### src/rtl/inr_pkg.sv
// Package for the exact integer Nth root core: widths, defaults and sequencer states.
`timescale 1ns / 1ps

package inr_pkg;

  localparam int DEGREE_WIDTH = 6;
  localparam int VALUE_WIDTH_DEFAULT = 31;
  localparam int MAX_DEGREE_DEFAULT = 63;

  typedef enum logic [2:0] {
    ST_IDLE,
    ST_SETUP,
    ST_EVAL,
    ST_CHECK
  } state_t;

endpackage

### src/rtl/exact_integer_nth_root_core.sv
// Exact integer Nth root by bisection over a single shared multiplier.
`timescale 1ns / 1ps
// Sequence: an unsupported degree (above MAX_DEGREE) ends straight from idle, not found.
//   Otherwise each bisection step passes ST_SETUP, then alternates ST_EVAL and ST_CHECK
//   once per multiplication (k <= N); the search ends in ST_EVAL (found) when all N match
//   the radicand, or in ST_SETUP (range empty); at most VALUE_WIDTH steps.
// Throughput: one item at a time; busy is high whenever the sequencer is not idle, and a
//   new start is taken in the cycle done is high. The receiver cannot stall. Reset (rst,
//   synchronous) returns the sequencer to idle and clears busy and done.

module exact_integer_nth_root_core
  import inr_pkg::*;
#(
  parameter int VALUE_WIDTH = VALUE_WIDTH_DEFAULT,
  parameter int MAX_DEGREE  = MAX_DEGREE_DEFAULT
) (
  input  logic                    clk,
  input  logic                    rst,
  input  logic                    start,
  output logic                    busy,
  input  logic [DEGREE_WIDTH-1:0] root_degree,
  input  logic [VALUE_WIDTH-1:0]  radicand,
  output logic                    done,
  output logic                    found,
  output logic [VALUE_WIDTH-1:0]  root
);

  state_t                     state, state_next;
  logic [DEGREE_WIDTH-1:0]    degree, degree_next;
  logic [DEGREE_WIDTH-1:0]    count, count_next;
  logic [VALUE_WIDTH-1:0]     target, target_next;
  logic [VALUE_WIDTH:0]       lo, lo_next;
  logic [VALUE_WIDTH-1:0]     hi, hi_next;
  logic [VALUE_WIDTH-1:0]     mid, mid_next;
  logic [VALUE_WIDTH-1:0]     acc, acc_next;
  logic [2*VALUE_WIDTH-1:0]   prod, prod_next;
  logic                       done_next, found_next;
  logic [VALUE_WIDTH-1:0]     root_next;
  logic [VALUE_WIDTH+1:0]     span_sum;

  assign busy     = (state != ST_IDLE);
  assign span_sum = {1'b0, lo} + {2'b00, hi};

  always_comb begin
    state_next  = state;
    degree_next = degree;
    count_next  = count;
    target_next = target;
    lo_next     = lo;
    hi_next     = hi;
    mid_next    = mid;
    acc_next    = acc;
    prod_next   = prod;
    done_next   = 1'b0;
    found_next  = found;
    root_next   = root;
    unique case (state)
      ST_IDLE: begin
        if (start) begin
          degree_next = root_degree;
          target_next = radicand;
          lo_next     = {{VALUE_WIDTH{1'b0}}, 1'b1};
          hi_next     = radicand;
          if ({1'b0, root_degree} > (DEGREE_WIDTH+1)'(MAX_DEGREE)) begin
            done_next  = 1'b1;
            found_next = 1'b0;
            root_next  = '0;
          end else begin
            state_next = ST_SETUP;
          end
        end
      end
      ST_SETUP: begin
        if (lo > {1'b0, hi}) begin
          done_next  = 1'b1;
          found_next = 1'b0;
          root_next  = '0;
          state_next = ST_IDLE;
        end else begin
          mid_next   = span_sum[VALUE_WIDTH:1];
          acc_next   = {{(VALUE_WIDTH-1){1'b0}}, 1'b1};
          count_next = '0;
          state_next = ST_EVAL;
        end
      end
      ST_EVAL: begin
        if (count == degree) begin
          if (acc == target) begin
            done_next  = 1'b1;
            found_next = 1'b1;
            root_next  = mid;
            state_next = ST_IDLE;
          end else begin
            lo_next    = {1'b0, mid} + {{VALUE_WIDTH{1'b0}}, 1'b1};
            state_next = ST_SETUP;
          end
        end else begin
          prod_next  = acc * mid;
          state_next = ST_CHECK;
        end
      end
      ST_CHECK: begin
        if (prod > {{VALUE_WIDTH{1'b0}}, target}) begin
          hi_next    = mid - {{(VALUE_WIDTH-1){1'b0}}, 1'b1};
          state_next = ST_SETUP;
        end else begin
          acc_next   = prod[VALUE_WIDTH-1:0];
          count_next = count + {{(DEGREE_WIDTH-1){1'b0}}, 1'b1};
          state_next = ST_EVAL;
        end
      end
      default: state_next = ST_IDLE;
    endcase
  end

  always_ff @(posedge clk) begin
    if (rst) begin
      state <= ST_IDLE;
      done  <= 1'b0;
    end else begin
      state <= state_next;
      done  <= done_next;
    end
    degree <= degree_next;
    count  <= count_next;
    target <= target_next;
    lo     <= lo_next;
    hi     <= hi_next;
    mid    <= mid_next;
    acc    <= acc_next;
    prod   <= prod_next;
    found  <= found_next;
    root   <= root_next;
  end

endmodule
### config.mk
export PLATFORM = sky130hd
export DESIGN_NAME = exact_integer_nth_root_core
export DESIGN_NICKNAME = d
export VERILOG_FILES = /design/src/rtl/inr_pkg.sv /design/src/rtl/exact_integer_nth_root_core.sv
export SDC_FILE = /design/constraint.sdc
export NUM_CORES = 2
export LEC_CHECK = 0
export BUFFER_PORTS_ARGS = -buffer_cell sky130_fd_sc_hd__buf_2
export CORE_ASPECT_RATIO = 1.4
export CORE_MARGIN = 2
export CORE_UTILIZATION = 30
export CTS_CLUSTER_SIZE = 8
export DETAILED_ROUTE_END_ITERATION = 10
export GPL_TIMING_DRIVEN = 0
export PLACE_DENSITY = 0.41
export SETUP_SLACK_MARGIN = 0.3
export SLEW_MARGIN = 20
export SYNTH_ARGS = -nofsm -noshare
export SYNTH_HDL_FRONTEND = slang
export SYNTH_SLANG_ARGS = --single-unit
export TNS_END_PERCENT = 30
### constraint.sdc
create_clock -name clk -period 10.4 [get_ports clk]
set_input_delay 2.6 -clock clk [delete_from_list [all_inputs] [get_ports clk]]
set_output_delay 2.6 -clock clk [all_outputs]
set_load 0.05 [all_outputs]
Yosys cells after proc, flatten, opt, wreduce, memory -nomap -nowiden
Cells that the tools add are included.
{"block": "word_totals", "input_bits": 40, "elab_cells": 78, "reg_bits": 266, "output_inout_bits": 34}
{"block": "op_classes", "n_bitwise": 2, "mul": 1, "mux": 31, "reduce_logical": 13, "n_eq_ne": 13, "n_lt_le_gt_ge": 2, "addsub": 4}
{"op": "$mux W31", "n": 7}
{"op": "$pmux W31 S2", "n": 3}
{"op": "$mux W32", "n": 3}
{"op": "$pmux W32 S2", "n": 1}
{"op": "$gt A62 B31 Y1", "n": 1}
{"op": "$mul A31 B31 Y62", "n": 1}
{"op": "$add A31 B1 Y32 const B", "n": 1}
{"op": "$add A32 B31 Y32", "n": 1}
{"op": "$gt A32 B31 Y1", "n": 1}
{"op": "$eq A31 B31 Y1", "n": 1}
{"op": "$sub A31 B1 Y31 const B", "n": 1}
{"op": "$ne A2 B2 Y1 const B", "n": 8}
{"op": "$mux W6", "n": 2}
{"op": "$pmux W3 S4", "n": 1}
{"op": "$pmux W6 S2", "n": 1}
{"op": "$reduce_and A4 Y1", "n": 2}
{"op": "$reduce_bool A2 Y1", "n": 4}
{"op": "$mux W1", "n": 7}
{"op": "$add A6 B1 Y6 const B", "n": 1}
{"op": "$eq A3 B2 Y1 const B", "n": 2}
{"op": "$eq A6 B6 Y1", "n": 1}
{"op": "$mux W3", "n": 2}
{"op": "$reduce_and A2 Y1", "n": 3}
{"op": "$reduce_and A3 Y1", "n": 2}
{"op": "6 further kinds", "n": 9}

Logic depth before layout (Yosys ltp)
{"block": "depth", "depth_word": 4, "mapped_depth": 28, "ltp_nobuf": 25}

Least setup slack after synthesis
No wires, ideal clock.
{"block": "synth_path", "kind": "reg-to-reg", "from": "reg mid[7]", "to": "reg prod[59] (data pin)", "slack_ns": 2.774, "required_ns": 10.120, "path_stages_with_launch": 28, "t_arrival_ns": 7.346, "path_cell_list": "edfxtp_1 clkbuf_1 buf_1 nand2_1 fa_1 inv_1 fa_1 fa_1 inv_1 fa_1 inv_1 fa_1 fa_1 fa_1 inv_1 fa_1 inv_1 ha_1 clkbuf_1 nand4_1 nor3_1 nand4_1 a21oi_1 o2111ai_1 a2111oi_0 o31ai_1 or4b_2 o311ai_0"}
{"block": "synth_between", "elab_chain_cells": 1}
{"element": "start, declared", "line_no": "exact_integer_nth_root_core.sv:34", "source": "logic [VALUE_WIDTH-1:0] mid, mid_next;"}
{"element": "start signal, assigned", "line_no": "exact_integer_nth_root_core.sv:129", "source": "mid <= mid_next;"}
{"element": "$mul A31 B31 Y62", "line_no": "exact_integer_nth_root_core.sv:98", "source": "prod_next = acc * mid;"}
{"element": "end signal, assigned", "line_no": "exact_integer_nth_root_core.sv:131", "source": "prod <= prod_next;"}
{"element": "end, declared", "line_no": "exact_integer_nth_root_core.sv:36", "source": "logic [2*VALUE_WIDTH-1:0] prod, prod_next;"}
Every way passes these cells.
A chain may end at the register's enable or synchronous reset.

Worst setup path in the final report
{"block": "layout_path", "from": "reg mid[10]", "to": "reg prod[60] (data pin)"}
The elaborated chain is that of the path after synthesis.

==> results_dict.tcl <==
set metrics [dict create \
    synth.ff_latch_count 265 \
    grt_start_max_net_pins 38 \
    core.rowCount 168 \
    outcome "finished clean" \
    critPathBufInv 3 \
    synth-async-reset-ratio_pct 0 \
    clock.fmax_ghz 0.1008 \
    place.port_buffers 73 \
    die_width_um 331.2 \
    finalCritPeriodShare_pct 95.43 \
    worst_ep_arrival_time_ns 10.30 \
    ys_types 72 \
    clock_path_buffers 3 \
    fin_crit_ns 9.925 \
    ys.warnings.count 0 \
    tritoncts_sink_count 265 \
    num_vias 33365 \
    synth_edf_count 262 \
    first_iter_violations 1845 \
    synth_top_cells_by_area "fa_1 (37%), edfxtp_1 (17%), ha_1 (9.9%)" \
    drive_gt1_share_pct 4.544 \
    cts-hold-fix-buffers 0 \
    netlist.top_cell.by_area "fa_1" \
    io_pins 74 \
    ys_top_cells_by_count "inv_1 (876), fa_1 (838), and2_1 (600)" \
    worst_setup_end_kind "flop" \
    cts_buffers 40 \
    clkTransAtPathRegs_ns 0.06 \
    layout.nets 5988 \
    cp_top_family "adder cells" \
    drcViolationCount 0 \
    finalHoldViolCount 0 \
    antenna_found_initial 19 \
    root_buffer "clkbuf_16" \
    layout_area_overhead_pct 9.713 \
    cell_mode_on_critical_path "fa_1" \
    critical-path-slowest-cell "clkbuf_1" \
    cpPeakStageDelay_ns 0.79 \
    place.gp.congestion 0.9463 \
    start_kind "flop" \
    gr-total-overflow 0 \
    yosys.cell_count.top_type "inv_1" \
    synth_nets 5863 \
    avgViaCountPerCell 4.944 \
    dpl_cell_area_um2 48050 \
    first_global_vias 36332 \
    sequential_share_of_the_synthesized_area_pct 17.63 \
    timing.slew.headroom_pct 17.51 \
    drt.antenna.violating_nets 0 \
    floorplan.initialDensity_pct 30.13 \
    clk_lat_worst_skew_ns 0.63 \
    route.final.wire_length_um 191700 \
    worstHoldPathType "flop to flop" \
    placed_cells 6668 \
    max_cap_violations 0 \
    core_area_um2 149200 \
    fp.dieH_um 462.1 \
    cts_tree "yes" \
    layout.cell_area.non_filler_um2 49340 \
    criticalPathCategory "flop to flop" \
    syn-instance-count 4630 \
    fin_skew_ns 0.04589 \
    detailed_place_hpwl_um 162500 \
    timing.reg2reg.setup_slack_ns 0.48 \
    die-area_um2 153100 \
    fin_cells 6749 \
    yosys_most_used_dff "edfxtp_1" \
    syn-cell-area_um2 44970 \
    tightest_slew_ns 1.237 \
    drt_pass1_iterations 7 \
    synth_area_per_cell_um2 9.713 \
    worst-path-max-fanout 10 \
    total_count_of_max_transition_violations_in_the_final_report 0 \
    critical_path.cell_chain "clkbuf_1, clkbuf_1, nand2_1, fa_1, inv_1, fa_1, fa_1, fa_1, fa_1, ha_1, fa_1, fa_1, ha_1, a21oi_1, o21ai_0, a21oi_1, a21oi_1, o21ai_0, a41oi_1, a21oi_1, mux2i_1, a2111oi_0" \
    worstPathRequired_ns 10.78 \
    setup_violations 0 \
    yosys.area.top_type_share_pct 37.30 \
    htree_levels 2 \
    first_pass_grt_wire_length_um 268100 \
    grt_setup_unrepaired "true" \
    route.detailed.wl_per_inst_um 28.40 \
    track_usage_pct 25.19 \
]
## stage by stage
| stage | setup TNS [ns] | hold WS, ns | setup slack [ns] | util [%] |
|---|---|---|---|---|
| final | 0 | 0.5381 | 0.4752 | 33.06 |
| after global placement | -14.54 | 0.4956 | -0.9241 | 32.02 |
| after floorplan | 0 | 0.4870 | 2.774 | - |
| after CTS | 0 | 0.5380 | 0.2015 | 33.01 |
| after global routing | 0 | 0.5763 | 0.2065 | 33.03 |
| after detailed placement | -0.9841 | 0.5179 | -0.5150 | 32.20 |
## kinds of logic after synthesis
kind of cell | Yosys count | share of synthesized area [%]
AND/OR/NAND/NOR | 1494 | 17.10
XOR/XNOR | 175 | 3.408
adder cells (fa/ha/maj) | 1193 | 47.18
AO/OA/AOI/OAI | 366 | 5.100
buffers and inverters | 1133 | 9.490
multiplexers | 4 | 0.09459
flip-flops | 265 | 17.63
## registers in the layout, indices dropped and copies added, names as in the netlist
name,flops
prod,62
hi,31
root,31
acc,31
degree,6
count,6
state,2
found,1
target,31
lo,32
done,1
mid,31
## cell usage in the layout, fill, tap and decap left out, types with 4 or more instances in the layout
cell and count:
nor4_1 21, nand2b_1 15, fa_1 838, o21ai_0 59, and2_1 598, clkbuf_16 40, edfxtp_1 262, and3_1 15
or2_2 4, o41ai_1 7, nor2b_1 23, buf_1 11, or3_1 12, clkbuf_1 209, buf_12 5, o21a_1 8
buf_2 83, xor2_1 67, inv_1 876, a21boi_0 7, and4_1 5, clkbuf_2 43, a221oi_1 6, or4_1 4
o21bai_1 25, nand2_1 539, diode_2 18, a21oi_1 138, o31ai_1 11, nor2_1 126, a31oi_1 14, nor3_2 4
xnor2_1 108, ha_1 355, a211oi_1 12, a21o_1 39, nor3_1 30, nand4_1 35, nand3_1 37
## layer usage
metal | vias to the layer above | track usage [%] | routed length (um)
li1 | 14475 | - | -
met1 | 17439 | 25.98 | 66260
met2 | 1021 | 46.87 | 100100
met3 | 426 | 3.081 | 8385
met4 | 4 | 18.69 | 16890
met5 | - | 0 | 25
## what timing repair did
item | in CTS | in global routing
resized for setup | 15 | 56
setup endpoints to repair | 7 | 5
buffers inserted | 0 | 0
## worst min-delay path, cell delays in order (launching register included)
cell	delay [ns]
edfxtp_1	0.32
inv_1	0.05
nand2_1	0.05
## worst paths after layout
| kind | from | cells after the start | to |
|---|---|---|---|
| hold / removal | prod[0] | 2 | acc[0] |
| setup / recovery | mid[10] | 22 | prod[60] |
| hold reg to reg | prod[0] | 2 | acc[0] |
| setup reg to reg | mid[10] | 22 | prod[60] |
## layout make-up
cell class,count,area [um^2]
clock buffer,58,1089
fill,15657,99900
clock inverter,5,100.1
antenna,18,45.04
tap,1955,2446
inverter,876,3288
timing repair buffer,83,551.8
buffer,257,1037
sequential,265,7928
multi-input combinational,3232,32860
Power is left out: the tool's default activity adds up to more than one toggle a clock period on the data nets, which glitch-free logic cannot reach.
